===== src/design/pdt_pkg.sv =====
`timescale 1ns / 1ps
// Shared types, widths and codes for the path distance tracker.
package pdt_pkg;

    localparam int KIND_W         = 2;
    localparam int COORD_W        = 32;
    localparam int MAG_W          = COORD_W + 1;
    localparam int SQ_W           = 2 * MAG_W;
    localparam int DIST_W         = 34;
    localparam int ROOT_REM_W     = DIST_W + 2;
    localparam int SUM_W          = 50;
    localparam int POINTS_W       = 16;
    localparam int COUNT_BITS_DEF = 16;
    localparam int SQ_TERMS       = 4;
    localparam int SQ_CNT_W       = $clog2(SQ_TERMS + 1);

    typedef enum logic [KIND_W-1:0] {
        KIND_DATA  = 2'd0,
        KIND_START = 2'd1,
        KIND_STOP  = 2'd2
    } kind_t;

    typedef enum logic [3:0] {
        ST_IDLE,
        ST_DIFF,
        ST_SQUARE,
        ST_LAUNCH,
        ST_ROOT,
        ST_SUM,
        ST_DIV_LAUNCH,
        ST_DIVIDE,
        ST_EMIT
    } ctrl_state_t;

    typedef struct packed {
        logic                      load_start;
        logic                      load_point;
        logic                      diff_en;
        logic                      sq_en;
        logic [$clog2(SQ_TERMS)-1:0] sq_sel;
        logic                      acc_en;
        logic                      acc_rad;
        logic                      sqrt_start;
        logic                      sum_en;
        logic                      div_start;
        logic                      load_out;
    } pdt_cmd_t;

    typedef struct packed {
        logic seg_done;
        logic rad_done;
        logic div_done;
    } pdt_status_t;

endpackage


===== src/design/pdt_ctrl.sv =====
`timescale 1ns / 1ps
// Controller state machine: record decode, sequencing of the datapath, result handshake.
module pdt_ctrl (
    input  logic                        clk,
    input  logic                        rst_n,
    input  logic                        in_valid,
    output logic                        in_ready,
    input  logic [pdt_pkg::KIND_W-1:0]  kind,
    output logic                        out_valid,
    input  logic                        out_ready,
    output pdt_pkg::pdt_cmd_t           cmd,
    input  pdt_pkg::pdt_status_t        status
);
    import pdt_pkg::*;

    ctrl_state_t         state_reg, state_next;
    logic                started_reg, started_next;
    logic                stop_reg, stop_next;
    logic                out_valid_reg, out_valid_next;
    logic [SQ_CNT_W-1:0] cnt_reg, cnt_next;

    logic                take_start;
    logic                take_point;
    logic                out_free;

    always_comb
    begin
        take_start = in_valid && (kind == KIND_START);
        take_point = in_valid && started_reg && (kind inside {KIND_DATA, KIND_STOP});
        out_free   = !out_valid_reg || out_ready;
    end

    always_comb
    begin
        state_next = state_reg;
        case (state_reg)
            ST_IDLE:
            begin
                if (take_point)
                begin
                    state_next = ST_DIFF;
                end
            end
            ST_DIFF:       state_next = ST_SQUARE;
            ST_SQUARE:
            begin
                if (cnt_reg == SQ_CNT_W'(SQ_TERMS))
                begin
                    state_next = ST_LAUNCH;
                end
            end
            ST_LAUNCH:     state_next = ST_ROOT;
            ST_ROOT:
            begin
                if (status.seg_done && status.rad_done)
                begin
                    state_next = ST_SUM;
                end
            end
            ST_SUM:        state_next = stop_reg ? ST_DIV_LAUNCH : ST_IDLE;
            ST_DIV_LAUNCH: state_next = ST_DIVIDE;
            ST_DIVIDE:
            begin
                if (status.div_done)
                begin
                    state_next = ST_EMIT;
                end
            end
            ST_EMIT:
            begin
                if (out_free)
                begin
                    state_next = ST_IDLE;
                end
            end
            default:       state_next = ST_IDLE;
        endcase
    end

    always_comb
    begin
        cmd            = '0;
        in_ready       = 1'b0;
        started_next   = started_reg;
        stop_next      = stop_reg;
        cnt_next       = cnt_reg;
        out_valid_next = out_valid_reg && !out_ready;
        case (state_reg)
            ST_IDLE:
            begin
                in_ready = 1'b1;
                if (take_start)
                begin
                    cmd.load_start = 1'b1;
                    started_next   = 1'b1;
                end
                else if (take_point)
                begin
                    cmd.load_point = 1'b1;
                    stop_next      = (kind == KIND_STOP);
                end
            end
            ST_DIFF:
            begin
                cmd.diff_en = 1'b1;
                cnt_next    = '0;
            end
            ST_SQUARE:
            begin
                cmd.sq_en   = (cnt_reg != SQ_CNT_W'(SQ_TERMS));
                cmd.sq_sel  = cnt_reg[$clog2(SQ_TERMS)-1:0];
                cmd.acc_en  = (cnt_reg != '0);
                cmd.acc_rad = (cnt_reg > SQ_CNT_W'(SQ_TERMS / 2));
                cnt_next    = cnt_reg + 1'b1;
            end
            ST_LAUNCH:     cmd.sqrt_start = 1'b1;
            ST_SUM:        cmd.sum_en = 1'b1;
            ST_DIV_LAUNCH: cmd.div_start = 1'b1;
            ST_EMIT:
            begin
                if (out_free)
                begin
                    cmd.load_out   = 1'b1;
                    out_valid_next = 1'b1;
                    started_next   = 1'b0;
                end
            end
            default:
            begin
            end
        endcase
    end

    always_ff @(posedge clk or negedge rst_n)
    begin
        if (!rst_n)
        begin
            state_reg     <= ST_IDLE;
            started_reg   <= 1'b0;
            stop_reg      <= 1'b0;
            out_valid_reg <= 1'b0;
            cnt_reg       <= '0;
        end
        else
        begin
            state_reg     <= state_next;
            started_reg   <= started_next;
            stop_reg      <= stop_next;
            out_valid_reg <= out_valid_next;
            cnt_reg       <= cnt_next;
        end
    end

    assign out_valid = out_valid_reg;

endmodule


===== config.mk =====
export PLATFORM = sky130hd
export DESIGN_NAME = pdt_ctrl
export DESIGN_NICKNAME = d
export VERILOG_FILES = /design/src/design/pdt_pkg.sv /design/src/design/pdt_ctrl.sv
export SDC_FILE = /design/constraint.sdc
export NUM_CORES = 1
export LEC_CHECK = 0
export BUFFER_PORTS_ARGS = -buffer_cell sky130_fd_sc_hd__buf_2
export CAP_MARGIN = 10
export CORE_MARGIN = 10
export CORE_UTILIZATION = 46
export CTS_BUF_LIST = sky130_fd_sc_hd__clkbuf_8
export DETAILED_ROUTE_END_ITERATION = 6
export GPL_TIMING_DRIVEN = 0
export PLACE_DENSITY = 0.88
export SYNTH_ARGS = -nofsm -noshare
export SYNTH_HDL_FRONTEND = slang
export SYNTH_SLANG_ARGS = --single-unit

===== constraint.sdc =====
create_clock -name clk -period 1.5 [get_ports clk]
set_input_delay 0.375 -clock clk [delete_from_list [all_inputs] [get_ports clk]]
set_output_delay 0.375 -clock clk [all_outputs]
set_load 0.05 [all_outputs]

==> results of run 1 <==
[repair_timing]
item / CTS
resized for setup: 50
pin swaps: 11
hold endpoints to repair: 10
hold buffers: 1
setup buffers: 20
setup endpoints to repair: 19
[kinds of logic after synthesis]
group / share of synthesized area, %
AOI/OAI and AO/OA: 16.8
adders and majority gates: 5.32
DFF: 35.5
buffers and inverters: 7.98
and+or+nand+nor: 31.4
muxes: 3.01
[Yosys cell counts]
library cell,count,share of area [%]
ha_1,3,5.3
a221oi_2,1,2.1
o21ba_1,1,1.4
nor2_1,6,3.2
nor3_1,1,0.71
nor4b_1,1,1.2
buf_4,1,1.1
nand2b_1,3,2.7
inv_1,6,3.2
mux2_1,1,1.6
a21oi_1,5,3.5
dfrtp_1,10,35
o2111ai_1,1,1.2
mux2i_1,1,1.4
or4b_1,1,1.4
nor3b_2,2,3.5
nor2b_1,1,0.89
nand3_1,1,0.71
nand2_1,6,3.2
nand2_2,1,0.89
nor4_4,1,3.0
nand4_1,1,0.89
nand3b_1,2,2.1
nor2_2,1,0.89
clkbuf_2,1,0.71
nor4b_2,2,4.3
o21ai_0,4,2.8
nor4_1,2,1.8
buf_2,2,1.4
a211oi_1,1,1.1
a22o_1,2,2.5
o21ai_1,3,2.1
buf_6,1,1.6
[per-stage QoR]
step	hold slack (ns)	util (%)	TNS, ns	worst slack [ns]
2_1_floorplan	0.0794	-	-8.03	-0.874
3_3_place_gp	0.244	65.3	-3.54	-0.430
3_5_place_dp	0.249	65.3	-3.84	-0.458
4_1_cts	0.416	92.2	-6.59	-0.575
==> run metrics, run 1 <==
htree depth 1; synthesis warning total 0; Syn Nets between 80 and 90; root buf cell clkbuf_8; Die Wd 59.2 um; sequential share of the synthesized area between 30% and 40%; Yosys cell types 33; post-synthesis cell area approximately 700 um^2; Die Y around 59 um; syn_area_per_cell 9.29 um^2; largest net degree at the start of global routing 11; status stopped before the end; Worst Endpoint after GRT Repair cmd[5]; GP Congestion slightly above 0.8; dpl cell area 961 um^2; Mapped Cells 76; # IOs 23; port bufs 22; Longest Clk Path Bufs 2; TritonCTS Buffers 3; Log Error [ERROR DPL-0038] Utilization greater than 100%, impossible to legalize; worst ep type primary output; Cells after DPL around 110; Starting Density 48.0%; clock sink count 10; Exit stage global routing (5_1_grt); hpwl dp 1390 um; Yosys reg bits 10; Site Rows 14
==> run 2: changes to the inputs <==
CORE_AREA = 10 10 71 73   (was default)
CORE_MARGIN = default   (was 10)
CORE_UTILIZATION = default   (was 46)
CTS_BUF_LIST = default   (was sky130_fd_sc_hd__clkbuf_8)
DIE_AREA = 0 0 81 83   (was default)
PLACE_DENSITY = default   (was 0.88)
PLACE_DENSITY_LB_ADDON = 0.15   (was default)
clock period = 1.95 ns   (was 1.5 ns; I/O delays follow)
==> run metrics, run 2 <==
count of pins over their slew limit 0; Final Hold Fails 0; core area 3630 um^2; Hold WC Path Type in2async; clk_skew 0.00410 ns; # IOs 23 (unchanged); Async SR Flop Fraction 100% (unchanged); CP Launch Type flip-flop; Non-Filler Instances roughly 160; Leakage approximately 0.00052 uW; top_reg_cell synth dfrtp_1; GP Congestion 0.746 (-10%); hpwl dp 1560 um (+12%); worst path bufs/invs 1; global-route usage over all layers between 6 and 7%; final worst slack -0.149 ns; share of layout cells above drive strength 1 about 58%; CP max FO 6; worst skew pair latency between 0.2 and 0.25 ns; Slew HR 72.8%; drt total wl ~2100 um; post-synthesis cell area 706 um^2 (unchanged); Power, Total between 1500 and 2000 uW; WP data required roughly 1.5 ns; Syn Nets 88 (unchanged); htree depth 1 (unchanged); total grt overflow 0; via count between 600 and 700; maxcap violations 0; Commonest cells post-synth 10 x dfrtp_1, 6 x inv_1, 6 x nand2_1, 6 x nor2_1, 5 x a21oi_1; port bufs 22 (unchanged); Place WS -0.156 ns (+0.303 ns); CP Data Arrival Time roughly 1.6 ns; P per Cell Area 1510 nW/um^2; area occupied by multi-input gates between 400 and 500 um^2; area share of the largest cell type after synthesis 35.5% (unchanged); worst path cell trace or4b_4 -> a21oi_2 -> buf_6; Longest Clk Path Bufs 2 (unchanged); Max Freq 0.476 GHz; TritonCTS Buffers 3 (unchanged); Worst setup EP type primary output; initial antenna violation count 0; largest net degree at the start of global routing 11; global-route wire length before repair 3530 um; syn_area_per_cell 9.29 um^2 (unchanged); total die area 6720 um^2; top cells by area, synth dfrtp_1 35%, ha_1 5.3%, nor4b_2 4.3%, a21oi_1 3.5%, nor3b_2 3.5%; FF+latch area roughly 250 um^2; routed vias/inst about 4.4; clock-pin slew on the worst setup and hold paths approximately 0.050 ns; status finished, violations left; CTS tree built; total negative setup slack -0.804 ns; cell with the most instances after synthesis dfrtp_1; Crit Path Class reg2out; Mapped Cells 76 (unchanged); VDD IR max a little under 0.8 mV; Core Util, Final ~33%; unrepaired setup endpoints after global routing yes; violated checks setup timing; wire per inst about 13 um; Post-synth EDFFs 0 (unchanged); antenna-violating nets left 0; Yosys cell types 33 (unchanged); Layout fillers roughly 400; Die Wd 81 um (+37%); # DRC 0; Top Family by Delay on Critical Path simple AND/OR/NAND/NOR gates; final-stage net count 125; Starting Density 19.4% (-29 points); Area Growth Syn to Fin 68.6%; root buf cell clkbuf_8; CP max stage cell or4b_4; crit share post-route 108%; Cells after DPL 146 (+28%); most frequent cells in the layout 15 x buf_6, 13 x buf_4, 9 x buf_2; Final setup viols 7; clock sink count 10 (unchanged); # diodes 0; Site Rows 22 (+8); fin crit period 2.10 ns; number of DRC markers in iteration 0 62; synthesis warning total 0 (unchanged); top cell type by total area after synthesis dfrtp_1; Worst Tran Pin Value about 0.41 ns; max incr delay on CP 0.62 ns; max FFs per register 4; # hold bufs at CTS 0 (-1); most common cell after layout, fill and taps aside buf_6; number of global-route vias before repair approximately 740; sequential share of the synthesized area 35.5% (unchanged); DR pass1 iterations 4; Die Y 83 um (+40%); Yosys reg bits 10 (unchanged)
-- run 2: what timing repair did --
item                                    4_1_cts  5_1_grt
pin swaps                                     0        3
endpoints found under the setup margin       11       13
gates resized for setup                      39       11
setup buffers                                 9        3
-- run 2: per-stage QoR --
stage / hold WS [ns] / area, um^2
2_1_floorplan: 0.192 / 742
3_3_place_gp: 0.374 / 912
4_1_cts: 0.124 / 1150
6_report: 0.123 / 1190
3_5_place_dp: 0.378 / 912
5_1_grt: 0.139 / 1190
-- run 2: path summary, 6_finish.rpt --
check                        startpoint           end  slack (ns)  cells after the start
min                               rst_n    cnt_reg[0]        0.12                      1
max in group asynchronous         rst_n  state_reg[0]        1.59                      1
min in group clk             cnt_reg[0]    cnt_reg[0]        0.51                      1
max                        state_reg[2]        cmd[4]       -0.15                      3
max reg2reg                  cnt_reg[1]  state_reg[2]        0.26                      6
min reg2reg                  cnt_reg[0]    cnt_reg[0]        0.51                      1
-- run 2: layout make-up --
type	count	area share, %
inverters	6	2.21
well taps	48	5.05
multi-input cells	55	41.9
clock buffers	3	3.47
repair buffers	34	23.7
flip-flops and latches	10	21.2
plain buffers	3	2.52
-- run 2: cell families after synthesis --
logic type               synth area share, %
flip-flops                              35.5
multiplexers                            3.01
buffers and inverters                   7.98
AO/OA/AOI/OAI                           16.8
AND/OR/NAND/NOR                         31.4
adder cells (fa/ha/maj)                 5.32
-- run 2: per-layer routing --
metal | track usage (%) | share of wire [%] | vias up
li1 | - | - | 342
met1 | 8.36 | 49 | 334
met2 | 9.29 | 42 | 22
met3 | 3.88 | 9.4 | 0
met4 | 0 | 0 | 0
met5 | 0 | 0 | -
-- run 2: report_power, final --
part           internal, uW  total [uW]  switching, uW
registers               280         358           77.6
logic                   531        1220            689
clock network           135         214           79.3
total                   947        1790            846
-- run 2: worst register-to-register path, stage by stage, from the launching register on --
cell	delay, ns
dfrtp_1	0.43
inv_1	0.11
ha_1	0.27
nand2_1	0.11
a221oi_2	0.38
o21ai_0	0.14
mux2i_1	0.15
Note: power is estimated with default switching activity, not from simulation.
