### config.mk
export PLATFORM = sky130hd
export DESIGN_NAME = pdt_datapath
export DESIGN_NICKNAME = d
export VERILOG_FILES = /design/src/design/pdt_pkg.sv /design/src/design/pdt_isqrt.sv /design/src/design/pdt_divider.sv /design/src/design/pdt_datapath.sv
export SDC_FILE = /design/constraint.sdc
export NUM_CORES = 2
export LEC_CHECK = 0
export BUFFER_PORTS_ARGS = -buffer_cell sky130_fd_sc_hd__clkbuf_2
export CORE_UTILIZATION = 40
export CTS_BUF_LIST = sky130_fd_sc_hd__clkbuf_8 sky130_fd_sc_hd__clkbuf_16
export DETAILED_ROUTE_END_ITERATION = 6
export PLACE_DENSITY = 0.53
export SETUP_SLACK_MARGIN = 0.05
export SYNTH_ARGS = -nofsm -noshare
export SYNTH_HDL_FRONTEND = slang
export SYNTH_SLANG_ARGS = --single-unit
### constraint.sdc
create_clock -name clk -period 21.9 [get_ports clk]
set_input_delay 2.19 -clock clk [delete_from_list [all_inputs] [get_ports clk]]
set_output_delay 2.19 -clock clk [all_outputs]
set_load 0.01 [all_outputs]
### src/design/pdt_pkg.sv
`timescale 1ns / 1ps
// Shared types, widths and codes for the path distance tracker.
package pdt_pkg;

    localparam int KIND_W         = 2;
    localparam int COORD_W        = 32;
    localparam int MAG_W          = COORD_W + 1;
    localparam int SQ_W           = 2 * MAG_W;
    localparam int DIST_W         = 34;
    localparam int ROOT_REM_W     = DIST_W + 2;
    localparam int SUM_W          = 50;
    localparam int POINTS_W       = 16;
    localparam int COUNT_BITS_DEF = 16;
    localparam int SQ_TERMS       = 4;
    localparam int SQ_CNT_W       = $clog2(SQ_TERMS + 1);

    typedef enum logic [KIND_W-1:0] {
        KIND_DATA  = 2'd0,
        KIND_START = 2'd1,
        KIND_STOP  = 2'd2
    } kind_t;

    typedef enum logic [3:0] {
        ST_IDLE,
        ST_DIFF,
        ST_SQUARE,
        ST_LAUNCH,
        ST_ROOT,
        ST_SUM,
        ST_DIV_LAUNCH,
        ST_DIVIDE,
        ST_EMIT
    } ctrl_state_t;

    typedef struct packed {
        logic                      load_start;
        logic                      load_point;
        logic                      diff_en;
        logic                      sq_en;
        logic [$clog2(SQ_TERMS)-1:0] sq_sel;
        logic                      acc_en;
        logic                      acc_rad;
        logic                      sqrt_start;
        logic                      sum_en;
        logic                      div_start;
        logic                      load_out;
    } pdt_cmd_t;

    typedef struct packed {
        logic seg_done;
        logic rad_done;
        logic div_done;
    } pdt_status_t;

endpackage

### src/design/pdt_isqrt.sv
`timescale 1ns / 1ps
// Iterative floored square root, one result bit per cycle.
module pdt_isqrt (
    input  logic                      clk,
    input  logic                      rst_n,
    input  logic                      start,
    input  logic [pdt_pkg::SQ_W-1:0]  radicand,
    output logic [pdt_pkg::DIST_W-1:0] root,
    output logic                      done
);
    import pdt_pkg::*;

    localparam int RAD_W = 2 * DIST_W;
    localparam int CNT_W = $clog2(DIST_W);

    logic [RAD_W-1:0]      rad_reg, rad_next;
    logic [ROOT_REM_W-1:0] rem_reg, rem_next;
    logic [DIST_W-1:0]     root_reg, root_next;
    logic [CNT_W-1:0]      cnt_reg, cnt_next;
    logic                  busy_reg, busy_next;
    logic                  done_reg, done_next;

    logic [ROOT_REM_W+1:0] rem_sh;
    logic [ROOT_REM_W+1:0] trial;
    logic [ROOT_REM_W+1:0] rem_diff;
    logic                  fits;

    always_comb
    begin
        rem_sh   = {rem_reg, rad_reg[RAD_W-1 -: 2]};
        trial    = (ROOT_REM_W + 2)'({root_reg, 2'b01});
        fits     = rem_sh >= trial;
        rem_diff = rem_sh - trial;

        rad_next  = rad_reg;
        rem_next  = rem_reg;
        root_next = root_reg;
        cnt_next  = cnt_reg;
        busy_next = busy_reg;
        done_next = 1'b0;
        if (start)
        begin
            rad_next  = RAD_W'(radicand);
            rem_next  = '0;
            root_next = '0;
            cnt_next  = CNT_W'(DIST_W - 1);
            busy_next = 1'b1;
        end
        else if (busy_reg)
        begin
            rad_next  = {rad_reg[RAD_W-3:0], 2'b00};
            rem_next  = fits ? rem_diff[ROOT_REM_W-1:0] : rem_sh[ROOT_REM_W-1:0];
            root_next = {root_reg[DIST_W-2:0], fits};
            cnt_next  = cnt_reg - 1'b1;
            if (cnt_reg == '0)
            begin
                busy_next = 1'b0;
                done_next = 1'b1;
            end
        end
    end

    always_ff @(posedge clk or negedge rst_n)
    begin
        if (!rst_n)
        begin
            busy_reg <= 1'b0;
            done_reg <= 1'b0;
            cnt_reg  <= '0;
        end
        else
        begin
            busy_reg <= busy_next;
            done_reg <= done_next;
            cnt_reg  <= cnt_next;
        end
    end

    always_ff @(posedge clk)
    begin
        rad_reg  <= rad_next;
        rem_reg  <= rem_next;
        root_reg <= root_next;
    end

    assign root = root_reg;
    assign done = done_reg;

endmodule

### src/design/pdt_divider.sv
`timescale 1ns / 1ps
// Iterative restoring divider for the mean distance, one quotient bit per cycle.
module pdt_divider #(
    parameter int DIVISOR_BITS = pdt_pkg::COUNT_BITS_DEF
) (
    input  logic                       clk,
    input  logic                       rst_n,
    input  logic                       start,
    input  logic [pdt_pkg::SUM_W-1:0]  dividend,
    input  logic [DIVISOR_BITS-1:0]    divisor,
    output logic [pdt_pkg::SUM_W-1:0]  quotient,
    output logic                       done
);
    import pdt_pkg::*;

    localparam int CNT_W = $clog2(SUM_W);

    logic [SUM_W-1:0]        quo_reg, quo_next;
    logic [DIVISOR_BITS-1:0] rem_reg, rem_next;
    logic [DIVISOR_BITS-1:0] dvs_reg, dvs_next;
    logic [CNT_W-1:0]        cnt_reg, cnt_next;
    logic                    busy_reg, busy_next;
    logic                    done_reg, done_next;

    logic [DIVISOR_BITS:0]   rem_sh;
    logic [DIVISOR_BITS:0]   rem_diff;
    logic                    fits;

    always_comb
    begin
        rem_sh   = {rem_reg, quo_reg[SUM_W-1]};
        fits     = rem_sh >= {1'b0, dvs_reg};
        rem_diff = rem_sh - {1'b0, dvs_reg};

        quo_next  = quo_reg;
        rem_next  = rem_reg;
        dvs_next  = dvs_reg;
        cnt_next  = cnt_reg;
        busy_next = busy_reg;
        done_next = 1'b0;
        if (start)
        begin
            quo_next  = dividend;
            rem_next  = '0;
            dvs_next  = divisor;
            cnt_next  = CNT_W'(SUM_W - 1);
            busy_next = 1'b1;
        end
        else if (busy_reg)
        begin
            quo_next = {quo_reg[SUM_W-2:0], fits};
            rem_next = fits ? rem_diff[DIVISOR_BITS-1:0] : rem_sh[DIVISOR_BITS-1:0];
            cnt_next = cnt_reg - 1'b1;
            if (cnt_reg == '0)
            begin
                busy_next = 1'b0;
                done_next = 1'b1;
            end
        end
    end

    always_ff @(posedge clk or negedge rst_n)
    begin
        if (!rst_n)
        begin
            busy_reg <= 1'b0;
            done_reg <= 1'b0;
            cnt_reg  <= '0;
        end
        else
        begin
            busy_reg <= busy_next;
            done_reg <= done_next;
            cnt_reg  <= cnt_next;
        end
    end

    always_ff @(posedge clk)
    begin
        quo_reg <= quo_next;
        rem_reg <= rem_next;
        dvs_reg <= dvs_next;
    end

    assign quotient = quo_reg;
    assign done     = done_reg;

endmodule

### src/design/pdt_datapath.sv
`timescale 1ns / 1ps
// Datapath: point registers, squares, square roots, accumulators and result registers.
module pdt_datapath #(
    parameter int COUNT_BITS = pdt_pkg::COUNT_BITS_DEF
) (
    input  logic                          clk,
    input  logic                          rst_n,
    input  pdt_pkg::pdt_cmd_t             cmd,
    output pdt_pkg::pdt_status_t          status,
    input  logic [pdt_pkg::COORD_W-1:0]   pos_x,
    input  logic [pdt_pkg::COORD_W-1:0]   pos_y,
    output logic [pdt_pkg::COORD_W-1:0]   end_x,
    output logic [pdt_pkg::COORD_W-1:0]   end_y,
    output logic [pdt_pkg::SUM_W-1:0]     path_length,
    output logic [pdt_pkg::DIST_W-1:0]    end_to_start,
    output logic [pdt_pkg::DIST_W-1:0]    mean_to_start,
    output logic [pdt_pkg::POINTS_W-1:0]  points_seen
);
    import pdt_pkg::*;

    localparam logic [SUM_W-1:0] SUM_MAX = '1;

    logic [COORD_W-1:0]    origin_x_reg, origin_y_reg, last_x_reg, last_y_reg;
    logic [COORD_W-1:0]    pt_x_reg, pt_y_reg;
    logic [MAG_W-1:0]      mag_reg [SQ_TERMS];
    logic [SQ_W-1:0]       prod_reg;
    logic [SQ_W-1:0]       v_seg_reg, v_rad_reg;
    logic [SUM_W-1:0]      length_sum_reg, length_sum_next;
    logic [SUM_W-1:0]      radial_sum_reg, radial_sum_next;
    logic [COUNT_BITS-1:0] count_reg, count_next;

    logic [COORD_W-1:0]    end_x_reg, end_y_reg;
    logic [SUM_W-1:0]      path_length_reg;
    logic [DIST_W-1:0]     end_to_start_reg, mean_to_start_reg;
    logic [POINTS_W-1:0]   points_seen_reg;

    logic [MAG_W-1:0]      diff_val [SQ_TERMS];
    logic [MAG_W-1:0]      mag_val [SQ_TERMS];
    logic [MAG_W-1:0]      sq_op;
    logic [SQ_W-1:0]       sq_val;
    logic [DIST_W-1:0]     seg_root, rad_root;
    logic [SUM_W-1:0]      quotient;
    logic [SUM_W:0]        length_wide, radial_wide;

    always_comb
    begin
        diff_val[0] = {pt_x_reg[COORD_W-1], pt_x_reg} - {last_x_reg[COORD_W-1], last_x_reg};
        diff_val[1] = {pt_y_reg[COORD_W-1], pt_y_reg} - {last_y_reg[COORD_W-1], last_y_reg};
        diff_val[2] = {pt_x_reg[COORD_W-1], pt_x_reg}
                    - {origin_x_reg[COORD_W-1], origin_x_reg};
        diff_val[3] = {pt_y_reg[COORD_W-1], pt_y_reg}
                    - {origin_y_reg[COORD_W-1], origin_y_reg};
        for (int i = 0; i < SQ_TERMS; i++)
        begin
            mag_val[i] = diff_val[i][MAG_W-1] ? (~diff_val[i] + 1'b1) : diff_val[i];
        end
        sq_op  = mag_reg[cmd.sq_sel];
        sq_val = SQ_W'(sq_op) * SQ_W'(sq_op);

        length_wide = {1'b0, length_sum_reg} + (SUM_W + 1)'(seg_root);
        radial_wide = {1'b0, radial_sum_reg} + (SUM_W + 1)'(rad_root);
        length_sum_next = length_wide[SUM_W] ? SUM_MAX : length_wide[SUM_W-1:0];
        radial_sum_next = radial_wide[SUM_W] ? SUM_MAX : radial_wide[SUM_W-1:0];
        count_next = (count_reg == '1) ? count_reg : count_reg + 1'b1;
    end

    always_ff @(posedge clk or negedge rst_n)
    begin
        if (!rst_n)
        begin
            origin_x_reg   <= '0;
            origin_y_reg   <= '0;
            last_x_reg     <= '0;
            last_y_reg     <= '0;
            length_sum_reg <= '0;
            radial_sum_reg <= '0;
            count_reg      <= '0;
        end
        else if (cmd.load_start)
        begin
            origin_x_reg   <= pos_x;
            origin_y_reg   <= pos_y;
            last_x_reg     <= pos_x;
            last_y_reg     <= pos_y;
            length_sum_reg <= '0;
            radial_sum_reg <= '0;
            count_reg      <= '0;
        end
        else if (cmd.sum_en)
        begin
            last_x_reg     <= pt_x_reg;
            last_y_reg     <= pt_y_reg;
            length_sum_reg <= length_sum_next;
            radial_sum_reg <= radial_sum_next;
            count_reg      <= count_next;
        end
    end

    always_ff @(posedge clk)
    begin
        if (cmd.load_point)
        begin
            pt_x_reg <= pos_x;
            pt_y_reg <= pos_y;
        end
        if (cmd.diff_en)
        begin
            for (int i = 0; i < SQ_TERMS; i++)
            begin
                mag_reg[i] <= mag_val[i];
            end
            v_seg_reg <= '0;
            v_rad_reg <= '0;
        end
        else if (cmd.acc_en)
        begin
            if (cmd.acc_rad)
            begin
                v_rad_reg <= v_rad_reg + prod_reg;
            end
            else
            begin
                v_seg_reg <= v_seg_reg + prod_reg;
            end
        end
        if (cmd.sq_en)
        begin
            prod_reg <= sq_val;
        end
        if (cmd.load_out)
        begin
            end_x_reg         <= pt_x_reg;
            end_y_reg         <= pt_y_reg;
            path_length_reg   <= length_sum_reg;
            end_to_start_reg  <= rad_root;
            mean_to_start_reg <= (count_reg == '0) ? '0 : quotient[DIST_W-1:0];
            points_seen_reg   <= POINTS_W'(count_reg);
        end
    end

    pdt_isqrt u_seg_root (
        .clk      (clk),
        .rst_n    (rst_n),
        .start    (cmd.sqrt_start),
        .radicand (v_seg_reg),
        .root     (seg_root),
        .done     (status.seg_done)
    );

    pdt_isqrt u_rad_root (
        .clk      (clk),
        .rst_n    (rst_n),
        .start    (cmd.sqrt_start),
        .radicand (v_rad_reg),
        .root     (rad_root),
        .done     (status.rad_done)
    );

    pdt_divider #(
        .DIVISOR_BITS (COUNT_BITS)
    ) u_divider (
        .clk      (clk),
        .rst_n    (rst_n),
        .start    (cmd.div_start),
        .dividend (radial_sum_reg),
        .divisor  (count_reg),
        .quotient (quotient),
        .done     (status.div_done)
    );

    assign end_x         = end_x_reg;
    assign end_y         = end_y_reg;
    assign path_length   = path_length_reg;
    assign end_to_start  = end_to_start_reg;
    assign mean_to_start = mean_to_start_reg;
    assign points_seen   = points_seen_reg;

endmodule

---- Yosys cells after proc, flatten, opt, wreduce, memory -nomap -nowiden ----
Memories as Yosys holds them, arrays and structs flattened.
Index checks and enable logic that the tools add are counted.
storage, ports and cells
  memories ................................ 1
  flip-flop bits (word level) ............. 1086
  bits of input ports ..................... 78
  logic and storage cells ................. 132
  output and inout bits ................... 201
  memory bits (writable) .................. 132
operators by class
  bitwise logic cells ..................... 5
  mux-type cells .......................... 52
  order comparisons ....................... 3
  multipliers ............................. 1
  equal/unequal tests ..................... 2
  reductions and logical operators ........ 11
  add/subtract/negate cells ............... 19
memories
  name     depth  width  rd ports  clocked after memory_dff  wr ports  line                source
  mag_reg  4      33     1         0                         4         pdt_datapath.sv:25  logic [MAG_W-1:0] mag_reg [SQ_TERMS];
operators with widths
  kind                     count
  $mux W50                 8
  $mux W66                 4
  $add A33 B1 Y33 const B  4
  $add A66 B66 Y66         2
  $mux W33                 4
  $not A33 Y33             4
  $sub A32 B32 Y33         4
  $mux W32                 4
  $add A50 B34 Y51         2
  $ge A38 B36 Y1           2
  $mux W36                 2
  $sub A36 B36 Y36         2
  $mul A33 B33 Y66         1
  $mux W16                 4
  $mux W6                  6
  $mux W1                  20
  $logic_not A6 Y1         3
  $sub A6 B1 Y6 const B    3
  $ge A17 B16 Y1           1
  $add A16 B1 Y16 const B  1
  $eq A16 B16 Y1 const B   1
  $logic_not A16 Y1        1
  $sub A16 B16 Y16         1
  $reduce_bool A2 Y1       4
  other kinds (3)          5

---- Depth between registers and ports, before layout ----
  depth after elaboration ................. 4
  gate-level depth with buffers ........... 37
  gate-level depth less buffers ........... 34

---- Hierarchy ----
A second synthesis with hierarchy kept.
second synthesis, totals
  cells, all modules ...................... 10442
  area total of the unflattened synthesis .. 100675.3 um^2
modules (own cells, without submodules)
  module        times used  cells each  sequential area each (um^2)  area an instance (um^2)
  pdt_datapath  1           8463        22531.6                      80133.1
  pdt_isqrt     2           801         3623.5                       7983.9
  pdt_divider   1           377         2502.4                       4574.4

---- Worst setup path after synthesis ----
OpenSTA, ideal clock, no wires.
  kind .................................... input -> register
  from .................................... input port cmd[6] in the netlist's numbering
  to ...................................... register prod_reg[65] (data pin)
  path buffers ............................ 4
  library setup time ...................... 260 ps
  slack ................................... 10690 ps
  data required time ...................... 21640 ps
  stages .................................. 31
  data arrival time ....................... 10950 ps
  path through ............................ clkbuf_1 -> clkbuf_1 -> mux2_2 -> o21ai_1 -> clkbuf_1 -> nor2_1 -> fa_1 -> inv_1 -> fa_1 -> inv_1 -> fa_1 -> inv_1 -> fa_1 -> inv_1 -> fa_1 -> fa_1 -> fa_1 -> fa_1 -> ha_1 -> clkbuf_1 -> nand4_1 -> nor3_1 -> a211oi_1 -> o221ai_1 -> nor3_1 -> o21a_1 -> o31a_1 -> o41ai_1 -> a211o_1 -> a21oi_1 -> xnor2_1
on the way
  word-level cells in the longest chain between the ends .. 2
RTL lines
  item                    line                 source
  start: declaration      pdt_datapath.sv:8    input pdt_pkg::pdt_cmd_t cmd,
  $mem_v2 Z4 W33          -
  $mul A33 B33 Y66        pdt_datapath.sv:58   sq_val = SQ_W'(sq_op) * SQ_W'(sq_op);
  net sq_val[65]          pdt_datapath.sv:40   logic [SQ_W-1:0] sq_val;
  end signal: assignment  pdt_datapath.sv:128  prod_reg <= sq_val;
  end: declaration        pdt_datapath.sv:26   logic [SQ_W-1:0] prod_reg;
The timed path passes the listed nets, and every way through them passes these cells.
A chain may end at the register's enable or synchronous reset.

---- Worst setup path after layout ----
Same ends and word-level chain as after synthesis.

==> reports/results.tsv <==
metric	value	unit
tns	0	ns
crit_buf_inv	7	
area_delta_synth_final	9.91	%
hold_class	reg2reg	
start_kind	primary input	
place_inst	13700	
drv_slew	0	
pin_count	279	
num_vias	75500	
synth_area	100000	um^2
die_y	503	um
initial_core_util	40.3	%
ys_ff_latch	1217	
root_buffer	clkbuf_16	
hold_viol	0	
drt_iter0_markers	5927	
rsz0062_at_grt	no	
fp-row-count	183	
synth_warnings	0	
ys.flop_type	edfxtp_1	
slew-limit-headroom	11.0	%
rr_worst_depth	34	
period_needed	12.25	ns
yosysUniqueCellTypes	96	
grt_max_degree	154	
outcome	completed	
hold_ws	0.453	ns
final_layout_size_suffix_gt1_share	8.73	%
overflow	0	
maxCapViolations	0	
finalSetupViolCount	0	
hold_buffers	0	
cp_slowest_stage_delay	0.88	ns
drc_errors	0	
clk_path_buf_depth	3	
critPathCaptureType	flip-flop	
wl_per_cell	20.7	um
dp_hpwl	219000	um
wirelength	289000	um
critPathMaxFanout	37	
worstPathRequired	22.46	ns
drt_first_pass_iters	5	
clkSinkCount	1217	
portBuffers	278	
critPathSlowestCell	clkinv_1	
path_depth	30	
die_area	253000	um^2
critPathKind	in2reg	
fin_crit_sh	55.9	%
htree_levels	4	
coreArea	249000	um^2
cts_resized	0	
cts_buffers	144	
grt_pass1_wl	453000	um
synth-edff-count	657	
hold_depth	2	
largest_reg_flops	132	
syn-num-nets	12000	
synthArstFlopShare	22.0	%
via_per_inst	5.41	
grt_pass1_vias	76800	
drtAntennaViolNets	0	
antenna_found_initial	7	
cts.clk_slew.worst_paths	0.06	ns
cpMostUsedCell	fa_1	
ys_seq_area_share	32.1	%
worstPathArrival	12.82	ns
cts_setup_buffers	0	
skew	0.0710	ns
avgSynthCellArea	9.68	um^2
instances_no_fill	13900	
postLayoutCoreUtil	44.3	%
track_usage	23.0	%
gp_congestion	0.912	
worst_pin_slew	1.32	ns
fmax	81.6	MHz
synthCells	10400	
die_w	503	um
crit_family	adder cells	
clk_latency	0.84	ns
cts_tree	yes	
fin_nets	12100	
## cells by family (layout without fill, tap and decap cells)
kind of cell | Yosys count | in the layout | synth area share, %
fa+ha+maj | 1558 | 1558 | 25.9
compound gates | 2109 | 2109 | 13.6
flops | 1217 | 1217 | 32.1
other cells | 0 | 4 | 0
buf+inv | 1938 | 2174 | 7.26
simple gates | 2546 | 2546 | 11.5
mux | 457 | 457 | 4.82
xor+xnor | 552 | 552 | 4.83
## layout make-up
| type | count | area (um^2) |
|---|---|---|
| fill | 24300 | 139000 |
| multi-input combinational | 7222 | 61000 |
| sequential | 1217 | 32300 |
| inverter | 1527 | 5730 |
| tap | 3330 | 4170 |
| clock buffer | 152 | 3750 |
| timing repair buffer | 377 | 2210 |
| clock inverter | 118 | 1250 |
| antenna | 4 | 10.0 |
## worst register-to-register path: cells and delay by family (launching register included)
kind	cells	cell delay (ns)
adders and majority gates	9	4.35
AOI/OAI and AO/OA	9	3.26
buffers and inverters	11	1.56
DFF	1	0.45
and+or+nand+nor	3	0.41
muxes	1	0.31
xor gates and xnor gates	1	0.13
## metrics by stage
stage | worst slack, ns | cell area [um^2]
floorplan | 10.69 | 100000
global placement | 8.39 | 105000
detailed placement | 8.80 | 105000
CTS | 9.71 | 110000
global route | 9.10 | 110000
finish | 9.65 | 110000
## cell usage in the layout (no fill, tap or decap), types with 74 or more instances in the layout
| cell | instances |
|---|---|
| clkbuf_2 | 269 |
| and3_1 | 91 |
| a21oi_1 | 579 |
| inv_1 | 1548 |
| edfxtp_1 | 657 |
| xnor2_1 | 364 |
| clkbuf_16 | 147 |
| a21o_1 | 289 |
| nand3_1 | 134 |
| dfxtp_1 | 292 |
| mux2_2 | 213 |
| o21ai_0 | 437 |
| a31oi_1 | 85 |
| mux2i_1 | 244 |
| dfrtp_1 | 266 |
| xor2_1 | 187 |
| a311oi_1 | 74 |
| o21a_1 | 74 |
| nand4_1 | 99 |
| ha_1 | 692 |
| nand2_1 | 911 |
| nor3_1 | 117 |
| nor2_1 | 785 |
| a211oi_1 | 137 |
| fa_1 | 866 |
| and2_1 | 87 |
| buf_4 | 101 |
## final timing paths
check	slack, ns	to	startpoint
min in group asynchronous	1.28	radial_sum_reg[9]$_DFFE_PN0P_	rst_n
worst max register to register	11.22	prod_reg[65]$_DFFE_PP_	mag_reg[0][15]$_DFFE_PP_
worst min register to register	0.45	u_divider.rem_reg[15]$_SDFFE_PP0P_	u_divider.rem_reg[15]$_SDFFE_PP0P_
max in group asynchronous	17.15	origin_y_reg[1]$_DFFE_PN0P_	rst_n
worst min-delay path	0.45	u_divider.rem_reg[15]$_SDFFE_PP0P_	u_divider.rem_reg[15]$_SDFFE_PP0P_
worst max-delay path	9.65	prod_reg[65]$_DFFE_PP_	cmd[6]
## per-layer routing
layer  wire, um  track usage (%)  part of all wire (%)
met1     135000             32.5                    47
met2     131000             36.7                    45
met3      16300             3.34                   5.6
met4       6900             5.85                   2.4
met5         14                0                0.0048
## cells in the mapped netlist (16+ instances only)
cell type / n / area share [%]
o22ai_1: 17 / 0.11
edfxtp_1: 657 / 20
a21o_1: 289 / 2.2
dfxtp_1: 292 / 5.8
o211ai_1: 29 / 0.22
a31oi_1: 87 / 0.54
a31o_2: 16 / 0.14
nor3_1: 117 / 0.58
or3_1: 40 / 0.25
clkbuf_1: 350 / 1.3
buf_1: 54 / 0.20
nor2_1: 786 / 2.9
a21oi_1: 579 / 2.9
a211o_1: 22 / 0.19
xnor2_1: 364 / 3.2
nand3_1: 134 / 0.67
fa_1: 866 / 17
mux2i_1: 244 / 2.4
xor2_1: 187 / 1.6
inv_1: 1516 / 5.7
and3_1: 91 / 0.57
a221oi_1: 16 / 0.14
nand4_1: 99 / 0.62
dfrtp_1: 268 / 6.7
o21ai_0: 443 / 2.2
ha_1: 692 / 8.6
o31a_1: 20 / 0.17
nor4_1: 35 / 0.22
a211oi_1: 137 / 1.0
mux2_2: 213 / 2.4
nand2b_1: 52 / 0.32
nand2_1: 913 / 3.4
a311oi_1: 74 / 0.65
o31ai_1: 44 / 0.33
o21ai_1: 24 / 0.12
and4_1: 20 / 0.17
a2111oi_0: 17 / 0.15
or2_2: 35 / 0.22
o21bai_1: 49 / 0.37
and2_1: 88 / 0.55
nor2b_1: 56 / 0.35
o21a_1: 74 / 0.55
Power is left out: the tool's default activity adds up to more than one toggle a clock period on the data nets, which glitch-free logic cannot reach.
